--- config.mk ---
export PLATFORM = sky130hd
export DESIGN_NAME = agms_front
export DESIGN_NICKNAME = d
export VERILOG_FILES = /design/src/rtl/agms_pkg.sv /design/src/rtl/agms_front.sv
export SDC_FILE = /design/constraint.sdc
export NUM_CORES = 1
export LEC_CHECK = 0
export ABC_AREA = 0
export BUFFER_PORTS_ARGS = -buffer_cell sky130_fd_sc_hd__buf_2
export CAP_MARGIN = 20
export CORE_ASPECT_RATIO = 2
export CORE_UTILIZATION = 45
export DETAILED_ROUTE_END_ITERATION = 10
export HOLD_SLACK_MARGIN = 0.06
export PLACE_DENSITY_LB_ADDON = 0.12
export SLEW_MARGIN = 20
export SYNTH_ARGS = -nofsm -noshare
export SYNTH_HDL_FRONTEND = slang
export SYNTH_SLANG_ARGS = --single-unit
--- constraint.sdc ---
create_clock -name aclk -period 5.8 [get_ports aclk]
set_input_delay 0.29 -clock aclk [delete_from_list [all_inputs] [get_ports aclk]]
set_output_delay 0.29 -clock aclk [all_outputs]
set_load 0.03 [all_outputs]
--- src/rtl/agms_pkg.sv ---
// ----------------------------------------------------------------------------
// agms_pkg
// Shared types, widths and helpers for the greedy argmax action selector.
// ----------------------------------------------------------------------------
package agms_pkg;

    localparam int Q_W        = 32;  // q-value, signed q16.16
    localparam int ACT_W      = 6;   // action index
    localparam int PROB_W     = 17;  // probability, unsigned q1.16
    localparam int CNT_W      = 7;   // counts of actions and ties, 0..64
    localparam int SEED_W     = 16;
    localparam int DIVD_W     = 17;  // dividend of the serial divider
    localparam int DIV_CNT_W  = $clog2(DIVD_W + 1);
    localparam int CFG_ADDR_W = 1;
    localparam int S_TDATA_W  = 32;
    localparam int M_TDATA_W  = 32;
    localparam int M_PAD_W    = M_TDATA_W - ACT_W - PROB_W - CNT_W;

    localparam logic [DIVD_W-1:0] ONE_Q16    = 17'h10000;
    localparam logic [SEED_W-1:0] SEED_RESET = 16'd1;

    typedef enum logic [CFG_ADDR_W-1:0] {
        CFG_MODE = 1'b0,
        CFG_SEED = 1'b1
    } cfg_reg_t;

    typedef enum logic [0:0] {
        MODE_PICK = 1'b0,
        MODE_DIST = 1'b1
    } sel_mode_t;

    typedef enum logic [2:0] {
        ST_IDLE,
        ST_RECIP,
        ST_MOD,
        ST_READ,
        ST_PUT
    } emit_state_t;

    // one finished run, handed from the loader to the emitter
    typedef struct packed {
        sel_mode_t               mode;
        logic                    bank;
        logic [CNT_W-1:0]        count;
        logic [CNT_W-1:0]        ties;
        logic signed [Q_W-1:0]   best;
    } run_desc_t;

    // store write port driven by the loader
    typedef struct packed {
        logic                val_we;
        logic                tie_we;
        logic                bank;
        logic [ACT_W-1:0]    val_idx;
        logic [Q_W-1:0]      val_data;
        logic [ACT_W-1:0]    tie_idx;
        logic [ACT_W-1:0]    tie_data;
    } store_wr_t;

    // x^16+x^14+x^13+x^11+1, shifting right, feedback into bit 15
    function automatic logic [SEED_W-1:0] lfsr_step(input logic [SEED_W-1:0] v);
        logic fb;
        fb = v[0] ^ v[2] ^ v[3] ^ v[5];
        return {fb, v[SEED_W-1:1]};
    endfunction

endpackage

--- src/rtl/agms_front.sv ---
// ----------------------------------------------------------------------------
// agms_front
// Loader: takes q-values, tracks the running maximum and its ties, writes
// the stores and pushes a run descriptor on the last item.
// ----------------------------------------------------------------------------
module agms_front import agms_pkg::*; #(
    parameter int MAX_ACTIONS = 64
) (
    input  logic                  aclk,
    input  logic                  aresetn,
    input  logic                  s_tvalid,
    output logic                  s_tready,
    input  logic signed [Q_W-1:0] q_value,
    input  logic                  last,
    input  sel_mode_t             mode,
    input  logic                  queue_full,
    output logic                  push,
    output run_desc_t             desc,
    output store_wr_t             wr
);

    logic [CNT_W-1:0]      count_reg, count_next;
    logic [CNT_W-1:0]      ties_reg, ties_next;
    logic signed [Q_W-1:0] best_reg, best_next;
    logic                  bank_reg, bank_next;
    logic                  accept;
    logic                  room;

    // a bank is only reused once the emitter has released it
    assign s_tready = !queue_full;
    assign accept   = s_tvalid && s_tready;
    assign room     = count_reg < CNT_W'(MAX_ACTIONS);

    always_comb begin
        count_next  = count_reg;
        ties_next   = ties_reg;
        best_next   = best_reg;
        bank_next   = bank_reg;
        push        = 1'b0;
        wr          = '0;
        wr.bank     = bank_reg;
        wr.val_idx  = count_reg[ACT_W-1:0];
        wr.val_data = q_value;
        wr.tie_data = count_reg[ACT_W-1:0];

        if (accept && room) begin
            wr.val_we  = 1'b1;
            count_next = count_reg + CNT_W'(1);
            if (count_reg == '0 || q_value > best_reg) begin
                best_next  = q_value;
                ties_next  = CNT_W'(1);
                wr.tie_we  = 1'b1;
                wr.tie_idx = '0;
            end else if (q_value == best_reg) begin
                ties_next  = ties_reg + CNT_W'(1);
                wr.tie_we  = 1'b1;
                wr.tie_idx = ties_reg[ACT_W-1:0];
            end
        end

        desc.mode  = mode;
        desc.bank  = bank_reg;
        desc.count = count_next;
        desc.ties  = ties_next;
        desc.best  = best_next;

        if (accept && last) begin
            push       = 1'b1;
            count_next = '0;
            ties_next  = '0;
            best_next  = '0;
            bank_next  = ~bank_reg;
        end
    end

    always_ff @(posedge aclk) begin
        if (!aresetn) begin
            count_reg <= '0;
            ties_reg  <= '0;
            best_reg  <= '0;
            bank_reg  <= 1'b0;
        end else begin
            count_reg <= count_next;
            ties_reg  <= ties_next;
            best_reg  <= best_next;
            bank_reg  <= bank_next;
        end
    end

endmodule

; Word-level counts from Yosys, hierarchy flattened
; Index checks and enable logic that the tools add are counted.
[op_classes]
add_sub_neg = 2
bitwise_logic = 2
eq_ne = 1
mux = 13
magnitude_cmp = 2
n_reduce_logical = 7
[ops]
columns = cell, count
row1 = $mux 32, 2
row2 = $eq 32x32->1, 1
row3 = $gt 32x32->1, 1
row4 = $mux 7, 4
row5 = $mux 6, 3
row6 = $add 7x1->7 const B, 2
row7 = $logic_not 7->1, 1
row8 = $lt 7x7->1 const B, 1
row9 = $logic_and 1x1->1, 3
row10 = $mux 1, 3
row11 = $mux 2, 1
row12 = $not 1->1, 2
row13 = $reduce_or 2->1, 1
row14 = $logic_not 1->1, 1
row15 = $logic_or 1x1->1, 1
[word_totals]
output_inout_bits = 103
in_bits = 38
word_cells = 31
reg_bits = 47

; Longest topological paths before layout
; Gate-level depths: netlist (run 1).
[logic_depth]
depth_word = 4
depth_mapped = 10
depth_no_buf = 9

; Worst setup path before layout (run 1)
; OpenSTA, ideal clock, no wires.
[synth_path]
path_type = register to output
from = register best_reg[31]
to = output desc[34] (netlist name)
t_arrival_ns = 2.531
n_path_buf = 1
slack_ns = 2.979
required_ns = 5.510
path_stages_with_launch = 11
path_cell_list = dfxtp_1 -> inv_1 -> ha_1 -> nand4_2 -> nor4b_4 -> nand4_2 -> and3_4 -> a2bb2oi_2 -> nand2_1 -> buf_2 -> nor2_1
[synth_lines]
columns = item, line_no
row1 = from (decl), agms_front.sv:24  ; logic signed [Q_W-1:0] best_reg, best_next;
row2 = from (signal assigned), agms_front.sv:85  ; best_reg <= best_next;
row3 = to (decl), agms_front.sv:18  ; output run_desc_t desc,

==> flow_metrics.env, run 1 <==
export IMPL_status="finished, final reports clean"
export IMPL_synth_top_cell_area_share_pct=26.8
export IMPL_async_flop_share_pct=0
export IMPL_grt_antenna_before_repair=0
export IMPL_min_from="aresetn"
export IMPL_cts_tree="done"
export IMPL_fin_skew_ns=0.00209
export IMPL_ant_nets=0
export IMPL_synth_area_leaders="dfxtp_1, ha_1, buf_4"
export IMPL_fmax_ghz=0.235
export IMPL_pre_cts_slack_ns=1.72
export IMPL_fin_crit_sh_pct=73.4
export IMPL_critical_path_class="reg -> out"
export IMPL_diodes=0
export IMPL_num_io_pins=141
export IMPL_r2r_end="ties_reg[3]"
export IMPL_met2_usage_pct=43.2
export IMPL_io_buffer_count=138
export IMPL_power_density_nw_per_um2=221
export IMPL_critPathRequiredTime_ns=5.51
export IMPL_finalWorstSetupSlack_ns=1.54
export IMPL_hold_slack_ns=0.253
export IMPL_dieArea_um2=8190
export IMPL_power_internal_uw=572
export IMPL_synth_edf_count=0
export IMPL_critPathMaxFanout=33
export IMPL_largest_reg_flops=32
export IMPL_min_path_type="in -> reg"
export IMPL_cts_max_level=2
export IMPL_regArea_um2=941
export IMPL_end_kind="output port"
export IMPL_use_met1_pct=23.9
export IMPL_dp_hpwl_mm=6.66
export IMPL_pwr_share_seq_pct=38.2
export IMPL_postCtsSetupRepairBufs=0
export IMPL_p_sw_share_pct=36.0
export IMPL_worstPathArrival_ns=3.97
export IMPL_postCtsHoldBufs=0
export IMPL_netSwitchingPower_uw=322
export IMPL_grt_pass1_vias=3184
export IMPL_r2r_start="best_reg[31]"
export IMPL_post_cts_resized=0
export IMPL_yosys_warnings=0
export IMPL_rrSetupSlack_ns=2.41
export IMPL_grt_use_met3_pct=2.70
export IMPL_drt_wirelength_per_cell_um=14.2
export IMPL_whs_endpoint="bank_reg"
export IMPL_num_vias=3346
export IMPL_pwr_share_comb_pct=29.8
export IMPL_synth_net_count=524
export IMPL_coreArea_um2=7600
export IMPL_syn_inst=450
export IMPL_synth_seq_area_share_pct=26.8
export IMPL_peakVddDrop_mv=0.162
export IMPL_drt_iter0_drc=72
export IMPL_place_congestion=0.778
export IMPL_drv_cap=0
export IMPL_place_area_um2=3910
export IMPL_synth_flop_cell="dfxtp_1"
export IMPL_reg2reg_depth=9
export IMPL_cts_sinks=47
export IMPL_grt_start_max_net_pins=40
export IMPL_synth_cell_types=39
export IMPL_cts_clk_slew_worst_paths_ns=0.06
export IMPL_via_per_inst=5.35
export IMPL_slew_viol_final=0
export IMPL_synth_most_common_cell="nand2_1"
export IMPL_drive_above_1_share_pct=31.0
export IMPL_cts_buffer_depth=2
export IMPL_cts_buffers_inserted=5
export IMPL_min_period_ns=4.26
export IMPL_clock_root_buffer="clkbuf_16"
export IMPL_synth_common_cells="nand2_1, a21oi_1, buf_4, dfxtp_1"
export IMPL_clk_latency_ns=0.29
export IMPL_clockPowerShare_pct=31.9
export IMPL_netlist_area_um2=3510
export IMPL_grt_ovfl_total=0
export IMPL_busiest_layer="met2"
export IMPL_synth_seq_cells=47
export IMPL_drc=0
export IMPL_yosysTopAreaCell="dfxtp_1"
export IMPL_final_setup_viol_count=0
export IMPL_dr_pass1_iters=4
export IMPL_track_usage_pct=22.7
export IMPL_stdcell_area_um2=4050
export IMPL_worst_pin_slew_ns=0.963
export IMPL_num_nets_final=605
export IMPL_multi_input_area_um2=1990
export IMPL_rows=45
export IMPL_start_util_pct=46.2
export IMPL_relSlewSlack_pct=35.4
export IMPL_tns_ns=0
export IMPL_cp_start_kind="register"
export IMPL_die_h_um=127
export IMPL_p_leak_uw=0.00206
export IMPL_die_w_um=64.5
export IMPL_holdPathStages=2
export IMPL_p_total_uw=893
export IMPL_postSynthAreaPerCell_um2=7.81
export IMPL_rsz0062_at_grt="no"
export IMPL_nFillCells=822
export IMPL_syn_to_final_growth_pct=15.3
export IMPL_grt_pass1_wl_mm=14.6
export IMPL_finalWirelength_mm=8.87
export IMPL_hold_viol=0
==> cell usage in the layout (no fill, tap or decap), drive strengths merged, types with 3 or more instances in the layout <==
master  synthesis  routed
nor2           14      14
a21oi          48      48
xor2            7       7
o21ai           5       5
dfxtp          47      47
nand2          50      50
o211ai         33      33
and2           13      13
buf            60     142
nand3          39      39
ha             36      36
xnor2           4       4
clkinv          0       3
and3            5       5
inv            39      39
nand4          12      12
clkbuf          8       5
a211oi          3       3
nor3            8       8
==> layer usage <==
metal	wire [um]	vias up
met5	0	-
met4	238	0
met3	385	16
met2	4860	99
met1	3390	1540
li1	-	1691
==> power groups by stage <==
stage	logic, uW	clock network, uW	registers, uW
after floorplan	208	0	347
after global placement	267	0	349
after CTS	270	294	342
after global routing	292	306	343
after detailed placement	268	0	349
final	267	285	342
==> how the worst max path moves through the flow <==
stage               endpoint  cells past startpoint          from  slack [ns]
global route         desc[0]                     10  best_reg[31]        1.23
global placement     desc[0]                     10    q_value[7]        1.74
floorplan           desc[34]                     10  best_reg[31]        2.98
CTS                  desc[0]                     10   best_reg[7]        1.46
detailed placement   desc[0]                     10    q_value[7]        1.72
finish               desc[0]                     10  best_reg[31]        1.54
==> worst max-delay path, stage by stage, from the launching register on <==
cell	delay, ns
dfxtp_1	0.33
inv_1	0.04
ha_1	0.37
nand4_2	0.17
nor4b_4	0.43
nand4_2	0.22
and3_4	0.26
a22oi_4	0.70
nand2_1	0.51
mux2_1	0.45
buf_2	0.18
==> kinds of logic after synthesis <==
kind of cell / share of synthesized area (%)
and+or+nand+nor: 22.4
buffers and inverters: 16.9
AOI/OAI and AO/OA: 18.0
DFF: 26.8
adders and majority gates: 12.8
xor gates and xnor gates: 2.74
muxes: 0.320
==> cell type report <==
| class | instances | share of cell area (%) |
|---|---|---|
| multi-input cells | 296 | 49.0 |
| well taps | 94 | 2.90 |
| inverters | 39 | 3.61 |
| repair buffers | 142 | 17.8 |
| clock inverters | 3 | 0.371 |
| flip-flops and latches | 47 | 23.2 |
| clock buffers | 5 | 3.09 |
==> metrics by stage <==
step                      util [%]  std cells
after global routing          53.3        626
after CTS                     53.3        626
final                         53.3        626
after detailed placement      51.5        618
after global placement        51.4        618
after floorplan                  -        450
Power figures use the tool's default switching activity.
==> run 2: changes to the inputs <==
==> constraint.sdc (replaced) <==
create_clock -name aclk -period 3.4 [get_ports aclk]
set_input_delay 0.17 -clock aclk [delete_from_list [all_inputs] [get_ports aclk]]
set_output_delay 0.17 -clock aclk [all_outputs]
set_load 0.03 [all_outputs]
==> run 2 against run 1 <==
Net effect: wire length up 6.3%; clock skew up 0.0040 ns; final cell count up 1.4%; sequential share of layout area down 0.95 points; clock-buffer cell count up 1; design area up 4.3%; clock power up 110%; first-iteration DRC count up 57%; via count up 2.5%.
==> flow_metrics.env, run 2 (synthesized netlist as in run 1, its figures left out) <==
export IMPL_rsz0062_at_grt="no"
export IMPL_wl_met2_mm=5.22
export IMPL_final_common_cell="buf_2"
export IMPL_final_cell_mix="buf_2, nand2_1, a21oi_1, dfxtp_1"
export IMPL_grt_pass1_wl_mm=15.1
export IMPL_fin_crit_sh_pct=94.4
export IMPL_crit_start="best_reg[27]"
export IMPL_start_util_pct=46.2
export IMPL_hold_viol=0
export IMPL_cp_slowest_cell="nor4b_4"
export IMPL_r2r_start="best_reg[27]"
export IMPL_io_buffer_count=138
export IMPL_peakVddDrop_mv=0.270
export IMPL_die_w_um=64.5
export IMPL_grt_antenna_before_repair=0
export IMPL_pwr_share_comb_pct=29.3
export IMPL_drc=0
export IMPL_netSwitchingPower_uw=566
export IMPL_critPathMaxFanout=17
export IMPL_holdPathStages=2
export IMPL_cts_buffer_depth=2
export IMPL_cts_sinks=47
export IMPL_clk_latency_ns=0.29
export IMPL_top_layer_used="met4"
export IMPL_diodes=0
export IMPL_grt_ovfl_total=0
export IMPL_ant_nets=0
export IMPL_drv_cap=0
export IMPL_dp_hpwl_mm=7.30
export IMPL_reg2reg_depth=10
export IMPL_fin_skew_ns=0.00612
export IMPL_num_vias=3430
export IMPL_power_internal_uw=1090
export IMPL_grt_pass1_vias=3309
export IMPL_critPathRequiredTime_ns=3.23
export IMPL_finalWirelength_mm=9.43
export IMPL_slew_viol_final=0
export IMPL_clock_root_buffer="clkbuf_16"
export IMPL_cts_max_level=2
export IMPL_p_sw_share_pct=34.2
export IMPL_drt_wirelength_per_cell_um=14.8
export IMPL_critical_path_class="reg -> out"
export IMPL_via_per_inst=5.40
export IMPL_cts_clk_slew_worst_paths_ns=0.06
export IMPL_drt_iter0_drc=113
export IMPL_fmax_ghz=0.311
export IMPL_whs_endpoint="bank_reg"
export IMPL_slowest_delay_ns=0.41
export IMPL_end_kind="output port"
export IMPL_worstPathCellList="inv_1, ha_1, nand4_1, nor4b_4, nand4_2, and2_1, a21o_4, buf_4, o211ai_1, nand2_1, buf_2"
export IMPL_track_usage_pct=23.5
export IMPL_dieArea_um2=8190
export IMPL_clockPowerShare_pct=35.5
export IMPL_power_density_nw_per_um2=392
export IMPL_rrSetupSlack_ns=0.72
export IMPL_min_path_type="in -> reg"
export IMPL_grt_start_max_net_pins=30
export IMPL_num_nets_final=614
export IMPL_rows=45
export IMPL_hold_slack_ns=0.146
export IMPL_cp_start_kind="register"
export IMPL_postCtsHoldBufs=0
export IMPL_dr_pass1_iters=4
export IMPL_drt_met1_wl_mm=3.57
export IMPL_r2r_end="best_reg[6]"
export IMPL_drive_above_1_share_pct=32.7
export IMPL_syn_to_final_growth_pct=20.2
export IMPL_largest_reg_flops=32
export IMPL_place_congestion=0.876
export IMPL_worstPathArrival_ns=3.04
export IMPL_final_setup_viol_count=0
export IMPL_cts_buffers_inserted=5
export IMPL_cts_tree="done"
export IMPL_num_io_pins=141
export IMPL_worst_pin_slew_ns=1.09
export IMPL_tns_ns=0
export IMPL_p_leak_uw=0.00212
export IMPL_status="finished, final reports clean"
export IMPL_min_period_ns=3.21
export IMPL_wl_met3_um=347
export IMPL_pwr_share_seq_pct=35.2
export IMPL_relSlewSlack_pct=27.0
export IMPL_min_from="aresetn"
export IMPL_die_h_um=127
export IMPL_coreArea_um2=7600
[run 2: cell count changes in the layout (fill, tap and decap cells not counted), moves of 2 or more]
cell      previous run  this run
buf_4                4        12
clkinv_2             3         1
ha_1                36        34
ha_4                 0         2
[run 2: metal layers]
layer | track usage, % | vias up
met3 | 3.33 | 19
met2 | 45.0 | 116
li1 | - | 1703
met4 | 10.7 | 0
met1 | 24.1 | 1592
met5 | 0 | -
[run 2: layout make-up]
cell class,count,area [um^2]
repair buffers,151,792
clock buffers,6,139
inverters,39,146
flip-flops and latches,47,941
fillers,808,3380
clock inverters,2,35.0
multi-input cells,296,2050
well taps,94,118
[run 2: per-stage QoR]
stage	util [%]	instances	area, um^2	total power (uW)	setup slack [ns]
global route	55.6	635	4220	1740	0.0115
detailed placement	52.1	625	3960	1070	0.208
global placement	52.1	625	3960	1060	0.281
CTS	54.7	634	4150	1660	0.0166
floorplan	-	450	3510	948	0.699
finish	55.6	635	4220	1650	0.189
[run 2: power by group through the flow]
stage	Clock [uW]	Sequential, uW	Combinational, uW
floorplan	0	593	355
global placement	0	595	468
detailed placement	0	595	473
CTS	604	583	476
global route	623	585	527
finish	587	582	485
[run 2: worst max-delay path by stage]
stage,end
global placement,desc[37]
detailed placement,desc[12]
floorplan,desc[34]
finish,desc[6]
CTS,desc[6]
global route,desc[37]
[run 2: repair_timing]
action                                  CTS  global route
endpoints found under the setup margin   37            40
pin swaps                                 1             4
buffers inserted                          1             1
gates resized for setup                   2             8
hold endpoints to repair                  0             0
[run 2: worst max-delay path, delay by kind of cell (launching register included)]
kind | cells | cell delay, ns
compound gates | 2 | 0.56
fa+ha+maj | 1 | 0.30
buf+inv | 3 | 0.44
flops | 1 | 0.33
simple gates | 5 | 1.12
