<file path="src/rtl/agms_pkg.sv">
// ----------------------------------------------------------------------------
// agms_pkg
// Shared types, widths and helpers for the greedy argmax action selector.
// ----------------------------------------------------------------------------
package agms_pkg;

    localparam int Q_W        = 32;  // q-value, signed q16.16
    localparam int ACT_W      = 6;   // action index
    localparam int PROB_W     = 17;  // probability, unsigned q1.16
    localparam int CNT_W      = 7;   // counts of actions and ties, 0..64
    localparam int SEED_W     = 16;
    localparam int DIVD_W     = 17;  // dividend of the serial divider
    localparam int DIV_CNT_W  = $clog2(DIVD_W + 1);
    localparam int CFG_ADDR_W = 1;
    localparam int S_TDATA_W  = 32;
    localparam int M_TDATA_W  = 32;
    localparam int M_PAD_W    = M_TDATA_W - ACT_W - PROB_W - CNT_W;

    localparam logic [DIVD_W-1:0] ONE_Q16    = 17'h10000;
    localparam logic [SEED_W-1:0] SEED_RESET = 16'd1;

    typedef enum logic [CFG_ADDR_W-1:0] {
        CFG_MODE = 1'b0,
        CFG_SEED = 1'b1
    } cfg_reg_t;

    typedef enum logic [0:0] {
        MODE_PICK = 1'b0,
        MODE_DIST = 1'b1
    } sel_mode_t;

    typedef enum logic [2:0] {
        ST_IDLE,
        ST_RECIP,
        ST_MOD,
        ST_READ,
        ST_PUT
    } emit_state_t;

    // one finished run, handed from the loader to the emitter
    typedef struct packed {
        sel_mode_t               mode;
        logic                    bank;
        logic [CNT_W-1:0]        count;
        logic [CNT_W-1:0]        ties;
        logic signed [Q_W-1:0]   best;
    } run_desc_t;

    // store write port driven by the loader
    typedef struct packed {
        logic                val_we;
        logic                tie_we;
        logic                bank;
        logic [ACT_W-1:0]    val_idx;
        logic [Q_W-1:0]      val_data;
        logic [ACT_W-1:0]    tie_idx;
        logic [ACT_W-1:0]    tie_data;
    } store_wr_t;

    // x^16+x^14+x^13+x^11+1, shifting right, feedback into bit 15
    function automatic logic [SEED_W-1:0] lfsr_step(input logic [SEED_W-1:0] v);
        logic fb;
        fb = v[0] ^ v[2] ^ v[3] ^ v[5];
        return {fb, v[SEED_W-1:1]};
    endfunction

endpackage

</file>
<file path="src/rtl/agms_fifo.sv">
// ----------------------------------------------------------------------------
// agms_fifo
// Two-entry queue of finished runs between loader and emitter.
// ----------------------------------------------------------------------------
module agms_fifo import agms_pkg::*; (
    input  logic      aclk,
    input  logic      aresetn,
    input  logic      push,
    input  run_desc_t din,
    input  logic      pop,
    output run_desc_t dout,
    output logic      empty,
    output logic      full
);

    run_desc_t  entry_reg [2];
    logic       wr_ptr_reg;
    logic       rd_ptr_reg;
    logic [1:0] fill_reg;

    assign dout  = entry_reg[rd_ptr_reg];
    assign empty = fill_reg == 2'd0;
    assign full  = fill_reg == 2'd2;

    always_ff @(posedge aclk) begin
        if (push) begin
            entry_reg[wr_ptr_reg] <= din;
        end
    end

    always_ff @(posedge aclk) begin
        if (!aresetn) begin
            wr_ptr_reg <= 1'b0;
            rd_ptr_reg <= 1'b0;
            fill_reg   <= 2'd0;
        end else begin
            if (push) begin
                wr_ptr_reg <= ~wr_ptr_reg;
            end
            if (pop) begin
                rd_ptr_reg <= ~rd_ptr_reg;
            end
            unique case ({push, pop})
                2'b10:   fill_reg <= fill_reg + 2'd1;
                2'b01:   fill_reg <= fill_reg - 2'd1;
                default: fill_reg <= fill_reg;
            endcase
        end
    end

endmodule

</file>
<file path="config.mk">
export PLATFORM = sky130hd
export DESIGN_NAME = agms_fifo
export DESIGN_NICKNAME = d
export VERILOG_FILES = /design/src/rtl/agms_pkg.sv /design/src/rtl/agms_fifo.sv
export SDC_FILE = /design/constraint.sdc
export NUM_CORES = 1
export LEC_CHECK = 0
export ABC_CLOCK_PERIOD_IN_PS = 7400
export BUFFER_PORTS_ARGS = -buffer_cell sky130_fd_sc_hd__buf_2
export CAP_MARGIN = 40
export CELL_PAD_IN_SITES_DETAIL_PLACEMENT = 0
export CELL_PAD_IN_SITES_GLOBAL_PLACEMENT = 1
export CORE_MARGIN = 3
export CORE_UTILIZATION = 45
export DETAILED_ROUTE_END_ITERATION = 10
export GPL_TIMING_DRIVEN = 0
export PLACE_DENSITY = 0.82
export REMOVE_ABC_BUFFERS = 1
export SKIP_CTS_REPAIR_TIMING = 1
export SLEW_MARGIN = 25
export SYNTH_ARGS = -nofsm -noshare
export SYNTH_HDL_FRONTEND = slang
export SYNTH_SLANG_ARGS = --single-unit
</file>
<file path="constraint.sdc">
create_clock -name aclk -period 7.4 [get_ports aclk]
set_input_delay 1.48 -clock aclk [delete_from_list [all_inputs] [get_ports aclk]]
set_output_delay 1.48 -clock aclk [all_outputs]
set_load 0.005 [all_outputs]
</file>
# == Word-level counts from Yosys, hierarchy flattened ==
# Memory sizes are Yosys's and may differ from the RTL's. A register that Yosys moved wholly into a read port is not among the register bits.
# Index checks and enable logic that the tools add are counted.
# op_classes
add_sub_neg,2
eq_ne,3
muxes,5
n_bitwise,2
reduce_logical,2
# ops
cell,n
"2-bit equality test, second input constant",2
1-bit two-way mux,4
2-bit one-hot mux with 2 select lines,1
"2-bit by 1-bit adder with 2-bit output, second input constant",1
"2-bit by 1-bit equality test with 1-bit output, second input constant",1
2-bit zero test,1
1-bit inverter,2
2-bit nonzero test,1
"2-bit by 1-bit subtractor with 2-bit output, second input constant",1
# word_totals
register_bits,4
ramBits,96
out_inout_bits,50
wordCells,18
memories,1
# mem_list
name,depth,word_bits,rd,rd_ports_with_merged_regs,write_ports,line_no,rtl
entry_reg,2,48,1,1,1,agms_fifo.sv:16,run_desc_t entry_reg [2];

# == Depth between registers and ports, before layout ==
# Gate-level depths: netlist of the first run.
# depth
word_depth,3
ltp_mapped,5
depth_no_buf,5

# == Worst setup path after synthesis of the first run ==
# No wires, ideal clock.
# synth_path
path_type,input to register
start,in push
end,mem entry_reg[0][0] (netlist bit) (enable)
setup_ps,456
arrival_ps,3584
t_required_ps,6944
path_slack_ps,3360
stages,2
n_path_buf,0
path_cell_list,inv_1 -> nor2_1
# synth_between
elab_chain_len,2
# synth_lines
item,line_no,rtl
from (decl),agms_fifo.sv:8,"input logic push,"
1-bit two-way mux,agms_fifo.sv:26,if (push) begin
1-bit two-way mux (not written as such),agms_fifo.sv:27,entry_reg[wr_ptr_reg] <= din;
to (decl),agms_fifo.sv:16,
# Every way passes these cells.

==> run summary, run 1 <==
Across the VDD grid, the largest voltage drop is 0.131 mV. The floorplan step defined a die boundary enclosing 9270 µm². The worst hold path passes through 2 cells. The count of final hold-check violations is 0, and the time the final worst path needs with I/O delays and setup is 3.18 ns.

The buffer and inverter count on the worst path is 1. Summed over its instances, the top area cell type makes up 78.6% of the synthesized netlist area. The final number of max-transition violations was 0. The endpoint type of the worst setup path was an output port. Setup repair after global routing left no endpoint under its margin. The detailed router finished its first iteration with 69 violations. Dividing total power by cell area gives a power density of 248 nW/µm². Across the run, the number of max-cap violations was 0. Yosys mapped the design onto 17 distinct sky130hd cell types. The flow ran to the end, and the final reports show no timing, DRC or antenna violations.

The type of the most critical hold path was flip-flop to flip-flop. The CTS sink count was 101; the worst-skew pair later-pin latency was 0.36 ns. Global routing used 12.7% of the available tracks across all layers.

For this run, design rule violations remaining after detail routing come to 0. For hold timing, the worst endpoint is fill_reg[1]. The run gives 171 as the cell count after synthesis. Grouping stages by cell kind, the critical path spends the most delay in flip-flops. Summing over every cut layer, the via total after detailed routing is 1,852.

For this block, the routed nets add up to 5.89 mm of wire. The first-pass GRT wire length came out at 8.69 mm. The clock-pin slew reported for the worst setup and hold paths after clock tree synthesis came out at 0.09 ns. The worst setup path is of the flip-flop to output port kind. Once the floorplan was initialized, standard cells occupied 47.0% of the core. The post-synthesis cell area was 3670 µm²; the clock tree skew after final layout was 0.00934 ns.

Traced cell by cell, the critical path runs through mux2_2, buf_2. The floorplan has 32 rows. The remaining number of nets flagged by the antenna check after routing came out at 0. Sorting the synthesized cells by area gives the leading types as edfxtp_1 79%, mux2_2 15%, dfxtp_1 2.7%. Entering global routing, the biggest net connects 49 pins.

In this run the critical register-to-register path is captured at entry_reg[1][45]. Horizontal die dimension: 96.3 µm. The end-of-flow core utilization came out at 58.1%. The largest single stage delay on the critical path is 0.78 ns. For this design the static power due to leakage is 1.70 nW. For the pin with the worst max-slew slack, the measured transition is 0.658 ns.

Setup slack on the worst flop-to-flop path: 6.01 ns. The synthesized design spends more area on one cell type than any other, namely edfxtp_1. The number of antenna violations at the first check in global routing is 0, and the first-pass detailed-route iteration total is 3. The tools report the worst slew margin relative to its limit as 56.1%.

In the final routed layout, each cell accounts on average for 15.2 µm. No sink is reached through more buffers than the 2 on the longest clock path. The top achievable clock speed is 314 MHz, and the total of buffers placed on input and output ports is 101. The region available for standard cell placement spans 7810 µm².

The post-synthesis sequential area ratio came out at 81.3%. The run gives 102 as the number of primary I/O pins. The register with the most flip-flops in the layout has 96 of them. STA classifies the critical path startpoint as a flip-flop. The number of diodes added for antenna fixing is 0. The startpoint identified for the worst hold timing path is fill_reg[1]. After layout, the worst path uses 43.0% of the clock period. The arrival time of data at the critical path endpoint is 1.70 ns. TritonCTS built the clock tree. Of all nets on the critical path, the largest fanout is 48. The largest individual stage delay along the critical path comes from the cell dfxtp_4. The tools report the clock root buffer as clkbuf_8. The total grt overflow is 0. The HPWL after detailed placement is 3.88 mm. In this run the number of H-tree levels came out at 3.

The post-route netlist has 59.6% of its cells at a drive strength greater than 1. The number of cells on the worst reg-to-reg path came out at 1. Clock tree synthesis inserted a total of 9 buffers. Setup violations remaining at the end of the flow were counted as 0. Launch point of the worst reg-to-reg path: wr_ptr_reg. The area added between synthesis and finish came out at 23.7%. The layout has 663 filler cells.

The required time of the critical path is 5.92 ns, and the number of global-route vias before repair is 1,943. Averaged over all synthesized cells, the footprint is 21.5 µm². The final layout contains 333 nets.

Synthesis inferred 101 register bits. The detailed-route vias per instance works out to 4.79. Setup total negative slack on the finished layout was measured at 0 ns. The weighted congestion at the end of routability-driven global placement is 0.658. The number of warnings reported in the yosys synthesis log was 0; the chip height was 96.3 µm.
## how the worst max path moves through the flow
| stage | from | end | slack [ns] | cells past startpoint |
|---|---|---|---|---|
| detailed placement | flip-flop | dout[16] | 4.57 | 2 |
| global placement | push | entry_reg[0][28] | 2.14 | 3 |
| finish | flip-flop | dout[16] | 4.22 | 2 |
| global route | flip-flop | dout[32] | 4.12 | 2 |
| CTS | flip-flop | dout[16] | 4.17 | 2 |
| floorplan | push | entry_reg[0][0] | 3.36 | 2 |
## layout by cell type (no fill, tap or decap)
| cell type | Yosys | routed |
|---|---|---|
| mux2_2 | 48 | 48 |
| and2_4 | 0 | 1 |
| xor2_1 | 1 | 1 |
| o21ai_0 | 1 | 1 |
| and2b_2 | 1 | 1 |
| clkinv_1 | 0 | 1 |
| edfxtp_1 | 96 | 96 |
| nor2_1 | 2 | 1 |
| o21a_1 | 1 | 1 |
| a21boi_1 | 1 | 1 |
| dfxtp_4 | 0 | 1 |
| buf_16 | 0 | 2 |
| clkbuf_8 | 0 | 9 |
| bufinv_16 | 0 | 1 |
| nor2b_1 | 1 | 1 |
| clkinv_2 | 0 | 1 |
| and2_1 | 4 | 3 |
| buf_2 | 3 | 101 |
| nor2_4 | 0 | 1 |
| clkinvlp_4 | 0 | 1 |
| xnor2_1 | 2 | 2 |
| inv_6 | 0 | 3 |
| ha_1 | 1 | 1 |
| inv_1 | 1 | 1 |
| or3_1 | 1 | 1 |
| dfxtp_1 | 5 | 4 |
## per-layer routing
layer	vias to the layer above	global-route usage, %	share of wire (%)
li1	884	-	-
met1	893	14.1	39
met2	64	21.5	51
met3	11	4.14	8.0
met4	0	7.36	2.3
met5	-	0	0
## tightest hold or removal path, cell delays in order, from the launching register on
cell and delay, ns:
dfxtp_1 0.34, o21ai_0 0.08, a21boi_1 0.06
## Yosys cell counts, drive strengths merged
master  instances
xor2            1
inv             1
and2            4
nor2            2
buf             5
xnor2           2
mux2           48
ha              1
edfxtp         96
nor2b           1
a21boi          1
and2b           1
o21a            1
or3             1
o21ai           1
dfxtp           5
## through the flow
| stage | std cells | worst slack [ns] | total power, mW | hold WS, ns | cell area (µm²) |
|---|---|---|---|---|---|
| 2_1_floorplan | 166 | 3.36 | 0.740 | 0.466 | 3640 |
| 3_3_place_gp | 369 | 2.14 | 0.795 | 0.482 | 4270 |
| 3_5_place_dp | 371 | 4.57 | 0.801 | 0.492 | 4340 |
| 4_1_cts | 387 | 4.17 | 1.14 | 0.508 | 4540 |
| 5_1_grt | 387 | 4.12 | 1.17 | 0.533 | 4540 |
| 6_report | 387 | 4.22 | 1.13 | 0.515 | 4540 |
## where the power goes
part	leakage (nW)	internal [mW]	total, mW	switching [mW]
clock network	0.0981	0.158	0.341	0.183
logic	0.656	0.0642	0.108	0.0441
registers	0.943	0.658	0.676	0.0178
## cell type report
cell class | count | area, µm² | area share, %
Tap cell | 102 | 128 | 2.81
Clock inverter | 7 | 72.6 | 1.60
Sequential cell | 101 | 2990 | 65.8
Inverter | 1 | 3.75 | 0.0827
Timing Repair Buffer | 103 | 561 | 12.4
Multi-Input combinational cell | 64 | 663 | 14.6
Clock buffer | 9 | 124 | 2.73
## cell families (layout without fill, tap and decap cells)
| group | after synthesis | count (layout) | share of synthesized area (%) |
|---|---|---|---|
| AO/OA/AOI/OAI | 3 | 3 | 0.546 |
| XOR/XNOR | 3 | 3 | 0.716 |
| adder cells (fa/ha/maj) | 1 | 1 | 0.341 |
| buffers and inverters | 6 | 120 | 0.920 |
| flip-flops | 101 | 101 | 81.3 |
| multiplexers | 48 | 48 | 14.7 |
| AND/OR/NAND/NOR | 9 | 9 | 1.47 |
Power figures use the tool's default switching activity.
==> run 2, diff against run 1 <==
- ABC_AREA: unset -> 1
- ABC_CLOCK_PERIOD_IN_PS: 7400 -> 2700
- CORE_UTILIZATION: 45 -> 39
- PLACE_DENSITY: 0.82 -> 0.76
- clock period: 7.4 -> 2.7 ns (I/O delays scaled with it)
==> run summary, run 2 <==
The tools report the internal power summed over all cells as 2.41 mW. Max-cap violations in this run came to 0. Detailed placement HPWL: 4.11 mm. Ratio of cells with drive above 1 in the final layout: 56.5%. The endpoint type of the worst setup path is an output port. Measured along the x axis, the die boundary spans 104 µm. The routed design has 6.19 mm of wire.

The maximum number of pins on one net before global-route repair was 49; the worst hold path depth was 1. The proportion of power drawn by flip-flops and latches is 59.6%, and the floorplan die area is 10,900 µm². Walking the worst path, the cells encountered are buf_12, mux2_2, buf_2. The switching power share of the total was 21.8%.

In the final timing run, aggregate negative setup slack is 0 ns. The initial core utilization is 40.4%, and the number of distinct library cells after synthesis is 13. The buffer depth of the longest clock path was 2. Yosys printed 0 warnings. The number of placed instances, taps included was 412; the total of buffers placed on input and output ports was 101. The post-synthesis cell area was 3770 µm². After routing the design area is 4680 µm². The detail route stage leaves a number of antenna-violating nets equal to 0. The run finished with clean final reports. In the global route stage, overall resource usage came out at 11.7%.

Subtracting the final worst setup slack from the clock period gives 2.24 ns. The synthesized design contains 101 register bits. Yosys mapped a number of flops with a built-in enable equal to 96. The first global-routing pass estimated 9.89 mm of wire. Clock-pin slew reported for the worst setup and hold paths after clock tree synthesis: 0.10 ns. At the pin with the least slew margin, the transition time is 0.636 ns. The most used flip-flop cell after synthesis is edfxtp_1. Combinational cell fraction of total power: 10.0%. Averaged over all synthesized cells, the footprint is 20.5 µm². In this run the power density over the cells is 660 nW/µm². The number of primary I/O pins is 102, and the post-synthesis sequential area ratio is 79.2%. The die is 104 µm tall. In the layout the commonest cells are 101 x buf_2, 96 x edfxtp_1, 28 x mux2_2, 20 x mux2_4, 11 x nor2_1. Setup violations remaining at the end of the flow were counted as 0.

After the first detailed-routing iteration, the DRC count stood at 47. The final number of max-transition violations is 0. The pre-antenna-repair detailed-routing pass consisted of 4 iterations. The register with the most flip-flops in the layout has 96 of them. The count of non-filler cells in the finished layout is 428.

The number of global-route vias before repair came out at 2,035. The tools report the via count as 1,927. The critical path in this run is classified as flip-flop to output port. The biggest fanout along the worst timing path is 30, and the average wire length per cell after detail routing is 14.5 µm.

Grouping stages by cell kind, the critical path spends the most delay in flip-flops. The clock tree synthesis step divided the H-tree into 3 levels. 0 antenna diodes ended up in the layout. The part of the cycle the worst path needs was 82.8%; the number of cells on the worst reg-to-reg path was 2. Leaving out fill and tap cells, the most frequent cell in the layout is buf_2. The maximum vdd ir drop is 0.333 mV. The clock root buffer was clkbuf_8. In the routed design, unresolved DRC markers number 0. The share of total power dissipated in the clock network is 30.4%. The clock reaches the later pin of the worst-skew pair after 0.35 ns.

Library cell with the highest instance count after synthesis: edfxtp_1. For the total grt overflow, the log shows 0. Worst slew margin relative to its limit: 57.6%. On the worst path, the slowest cell contributes a delay of 0.57 ns. TritonCTS built the clock tree. Compared with the post-synthesis result, the final layout area differs by 24.1%.

The critical path runs through a total of 3 cells. For this run, the post-layout net count is 347. The min-delay analysis places its worst path in the category input port to flip-flop. In the routed layout, each cell is associated on average with a via count of 4.50. The synthesized design spends more area on one cell type than any other, namely edfxtp_1. In this run the standard cell core region covers 9330 µm².

Counting every sink on the clock net gives 101. TritonCTS created 9 clock buffers. The portion of synthesized cell area occupied by the leading cell type works out to 76.5%. The logs give 673 µW for the power spent charging and discharging nets and 2.16 ns for the required time of the critical path.

The buffer and inverter count on the worst path works out to 2. The top achievable clock speed is 447 MHz, and the worst hold margin is 0.367 ns. Clock skew on the completed layout was measured at 0.00857 ns. The highest-delay cell along the critical path was dfxtp_4. The tools report the number of antenna violations at the first check in global routing as 0. STA classifies the critical path startpoint as a flip-flop. Summed over all cells, the static leakage comes to 1.81 nW. After synthesis, the most frequently instantiated cells are 96 x edfxtp_1, 28 x mux2_2, 20 x mux2_4. Setup repair after global routing left no endpoint under its margin. The weighted congestion at the end of routability-driven global placement is 0.652, and the cell count after synthesis is 184. Once placement finished, the instance area stood at 4480 µm². The count of final hold-check violations was 0.

STA puts the critical path data arrival time at 1.70 ns. Ranked by total cell area, the synthesized netlist is headed by edfxtp_1 76%, mux2_2 8.4%, mux2_4 8.0%. After floorplanning, the core was divided into 35 placement rows. For this run, asynchronously set or reset flops after synthesis account for 0%.
-- run 2: cell types whose count changed after synthesis, sizes merged, moves of 2 or more --
cell,previous run,this run
nor2,2,12
nand2,0,8
inv,1,6
and2,4,0
xnor2,2,0
-- run 2: power by group through the flow --
stage	Combinational [mW]	Sequential (mW)	Clock [mW]
floorplan	0.152	1.88	0
global placement	0.283	1.89	0
detailed placement	0.317	1.88	0
CTS	0.317	1.84	0.979
global route	0.338	1.85	1.04
finish	0.308	1.84	0.940
-- run 2: area by class of cell --
class                           count  area, µm²
Fill cell                         841       4650
Sequential cell                   101       2990
Multi-Input combinational cell     72        727
Timing Repair Buffer              104        581
Tap cell                          129        161
Clock buffer                        9        124
Clock inverter                      7       72.6
Inverter                            6       25.0
-- run 2: logic make-up after synthesis --
logic type      count (synthesis)  synth area share, %
buf+inv                        11                 1.76
fa+ha+maj                       1                0.332
simple gates                   21                 2.16
flops                         101                 79.2
mux                            48                 16.3
compound gates                  2                0.265
-- run 2: metal layers --
| layer | global-route usage [%] | share of wire (%) |
|---|---|---|
| met1 | 14.0 | 42 |
| met2 | 19.5 | 50 |
| met3 | 4.59 | 6.6 |
| met4 | 3.70 | 0.99 |
| met5 | 0 | 0 |
-- run 2: final timing paths --
check        slack, ns  startpoint               end
max               0.46   flip-flop          dout[17]
min reg2reg       0.52  rd_ptr_reg         flip-flop
min               0.37     din[14]  entry_reg[1][14]
max reg2reg       1.30  wr_ptr_reg  entry_reg[1][27]
-- run 2: through the flow --
| stage | setup WS, ns | utilization (%) | power (mW) |
|---|---|---|---|
| 2_1_floorplan | -0.369 | - | 2.03 |
| 5_1_grt | 0.355 | 50.1 | 3.23 |
| 4_1_cts | 0.404 | 50.1 | 3.14 |
| 3_5_place_dp | 0.803 | 48.0 | 2.19 |
| 3_3_place_gp | -1.69 | 47.1 | 2.18 |
| 6_report | 0.463 | 50.1 | 3.09 |
-- run 2: worst register-to-register path, cell delays in order, from the launching register on --
cell and delay, ns:
dfxtp_1 0.40, nand2_1 0.13, inv_4 0.49
==> run 3, diff against run 2 <==
- ABC_CLOCK_PERIOD_IN_PS: 2700 -> 2000
- clock period: 2.7 -> 2 ns (I/O delays scaled with it)
==> run summary, run 3 (same netlist as run 2, synthesis figures left out) <==
The worst-skew pair later-pin latency is 0.35 ns, and the initial core utilization is 40.4%. The number of global-route vias before repair was 2,035. The initialized floorplan defines 35 standard-cell rows.

The ratio of cells with drive above 1 in the final layout was 56.8%. Power spread over the standard cell area amounts to 888 nW/µm². Measured against its own limit, the worst slew margin works out to 57.9%.

The logs give 0 for the count of final hold-check violations and 10.4% for the combinational cell fraction of total power. After detailed routing, the number of remaining DRC violations is 0. The buffer depth of the longest clock path was 2; the detailed placement HPWL was 4.11 mm.

The final-stage net count was 349. The global-route usage over all layers came out at 11.7%. OpenSTA, run right after detailed placement, puts the worst setup slack at 0.243 ns. The number of flip-flops under the largest register name came out at 96. The worst register-to-register path has a depth of 2. Buffers placed on the I/O ports in this run total 101. For the finished layout, the period the worst path requires is 1.89 ns.

Final instance area: 4690 µm². The type of the most critical hold path is input port to flip-flop. The part of the cycle the worst path needs was 94.5%; the via count was 1,936.

Across all hold checks on the routed design, the worst slack comes to 0.228 ns. The clock tree skew after final layout was 0.00818 ns; the power spent charging and discharging nets was 906 µW. The chip height is 104 µm. Once routing completed, OpenROAD measured the worst setup slack at 0.110 ns. The proportion of power drawn by flip-flops and latches was 59.2%; the count of routing violations after the opening detailed-route iteration was 53. For the pin with the worst max-slew slack, the measured transition is 0.631 ns. The area added between synthesis and finish is 24.5%.

Internal power summed over all cells: 3.26 mW. Pin placement for this block handled 102 I/O pins. The first global-routing pass estimated 9.89 mm of wire. Cells fill 50.3% of the core in the end.

Along the worst path, the maximum fanout reaches 16. The filler cell count in the final layout was 841; the worst hold path depth was 1. The required time of the critical path is 1.60 ns, and the average wire length per cell after detail routing is 14.4 µm. In this run the number of H-tree levels came out at 3. Before antenna repair, the detailed router went through 4 iterations. The remaining number of nets flagged by the antenna check after routing is 0.

The area of all sequential standard cells was 2990 µm²; the number of clock buffers inserted by TritonCTS was 9. The run gives 529 MHz as the top achievable clock speed. In this run switching power makes up 21.7% of total power.

The tools report the total design power as 4.17 mW. TritonCTS built the clock tree. The logs give 0 for the total grt overflow and 4480 µm² for the post-detailed-placement cell area.

Final number of max-transition violations: 0. The number of diodes added for antenna fixing came out at 0. Leaving out fill and tap cells, the most frequent cells in the layout are 101 x buf_2, 96 x edfxtp_1, 28 x mux2_2, 20 x mux2_4, 11 x nor2_1. The setup violation total in the final timing report was 0. The run gives 30.4% as the relative contribution of the clock network to total power. The most common cell after layout, fill and taps aside is buf_2.

Dividing the detail-routed via count by the number of cells gives 4.50. After clock tree synthesis, the clock-pin slew on the worst setup and hold paths is 0.10 ns. The congestion estimate from routability-driven global placement came to 0.652. Static leakage: 1.82 nW. The max-cap violation count was 0; the number of antenna violations at the first check in global routing was 0. The horizontal die dimension was 104 µm.

At the worst endpoint, the arrival time is 1.49 ns. STA classifies the critical path endpoint as an output port. The maximum number of pins on one net before global-route repair is 49, and the area of the core region is 9330 µm².

Summing all multi-input logic gate instances after layout gives 727 µm². The die covers 10,900 µm². In this run the critical register-to-register path is launched from wr_ptr_reg. The run finished with clean final reports. The CTS sink count is 101. Across the VDD grid, the largest voltage drop is 0.449 mV.

Setup repair after global routing left no endpoint under its margin. The worst setup path is launched from a flip-flop. Wires add up to 6.19 mm. The worst setup path is of the flip-flop to output port kind. The cell sitting at the root of the clock tree is a clkbuf_8. The tools report the start point of the worst hold path as din[14].
-- run 3: path summary, 6_finish.rpt --
path | endpoint | slack (ns)
hold reg to reg | flip-flop | 0.52
setup / recovery | dout[4] | 0.11
setup reg to reg | entry_reg[1][27] | 0.60
hold / removal | entry_reg[1][14] | 0.23
-- run 3: worst max-delay path: stages, from the launching register on --
cell and delay [ns]:
dfxtp_4 0.38, buf_4 0.26, mux2_2 0.37, buf_2 0.13
-- run 3: cell type report --
type | instances | share of cell area [%]
Clock buffer | 9 | 2.64
Inverter | 6 | 0.533
Clock inverter | 7 | 1.55
Tap cell | 129 | 3.44
Multi-Input combinational cell | 72 | 15.5
Timing Repair Buffer | 106 | 12.7
Sequential cell | 101 | 63.7
-- run 3: per-layer routing --
layer	wire, µm	share of wire, %	GRT usage, %
met4	61	0.98	3.70
met3	407	6.6	4.59
met1	2610	42	14.0
met2	3110	50	19.5
met5	0	0	0
-- run 3: per-stage QoR --
stage               setup TNS, ns  instances
floorplan                  -62.72        179
global placement          -187.62        409
detailed placement              0        412
CTS                         -3.69        428
global route                    0        430
finish                          0        430
-- run 3: power groups by stage --
stage / logic (mW) / registers, mW / clock network, mW
detailed placement: 0.427 / 2.53 / 0
global route: 0.476 / 2.48 / 1.40
global placement: 0.382 / 2.56 / 0
finish: 0.433 / 2.47 / 1.27
floorplan: 0.205 / 2.54 / 0
CTS: 0.428 / 2.48 / 1.32
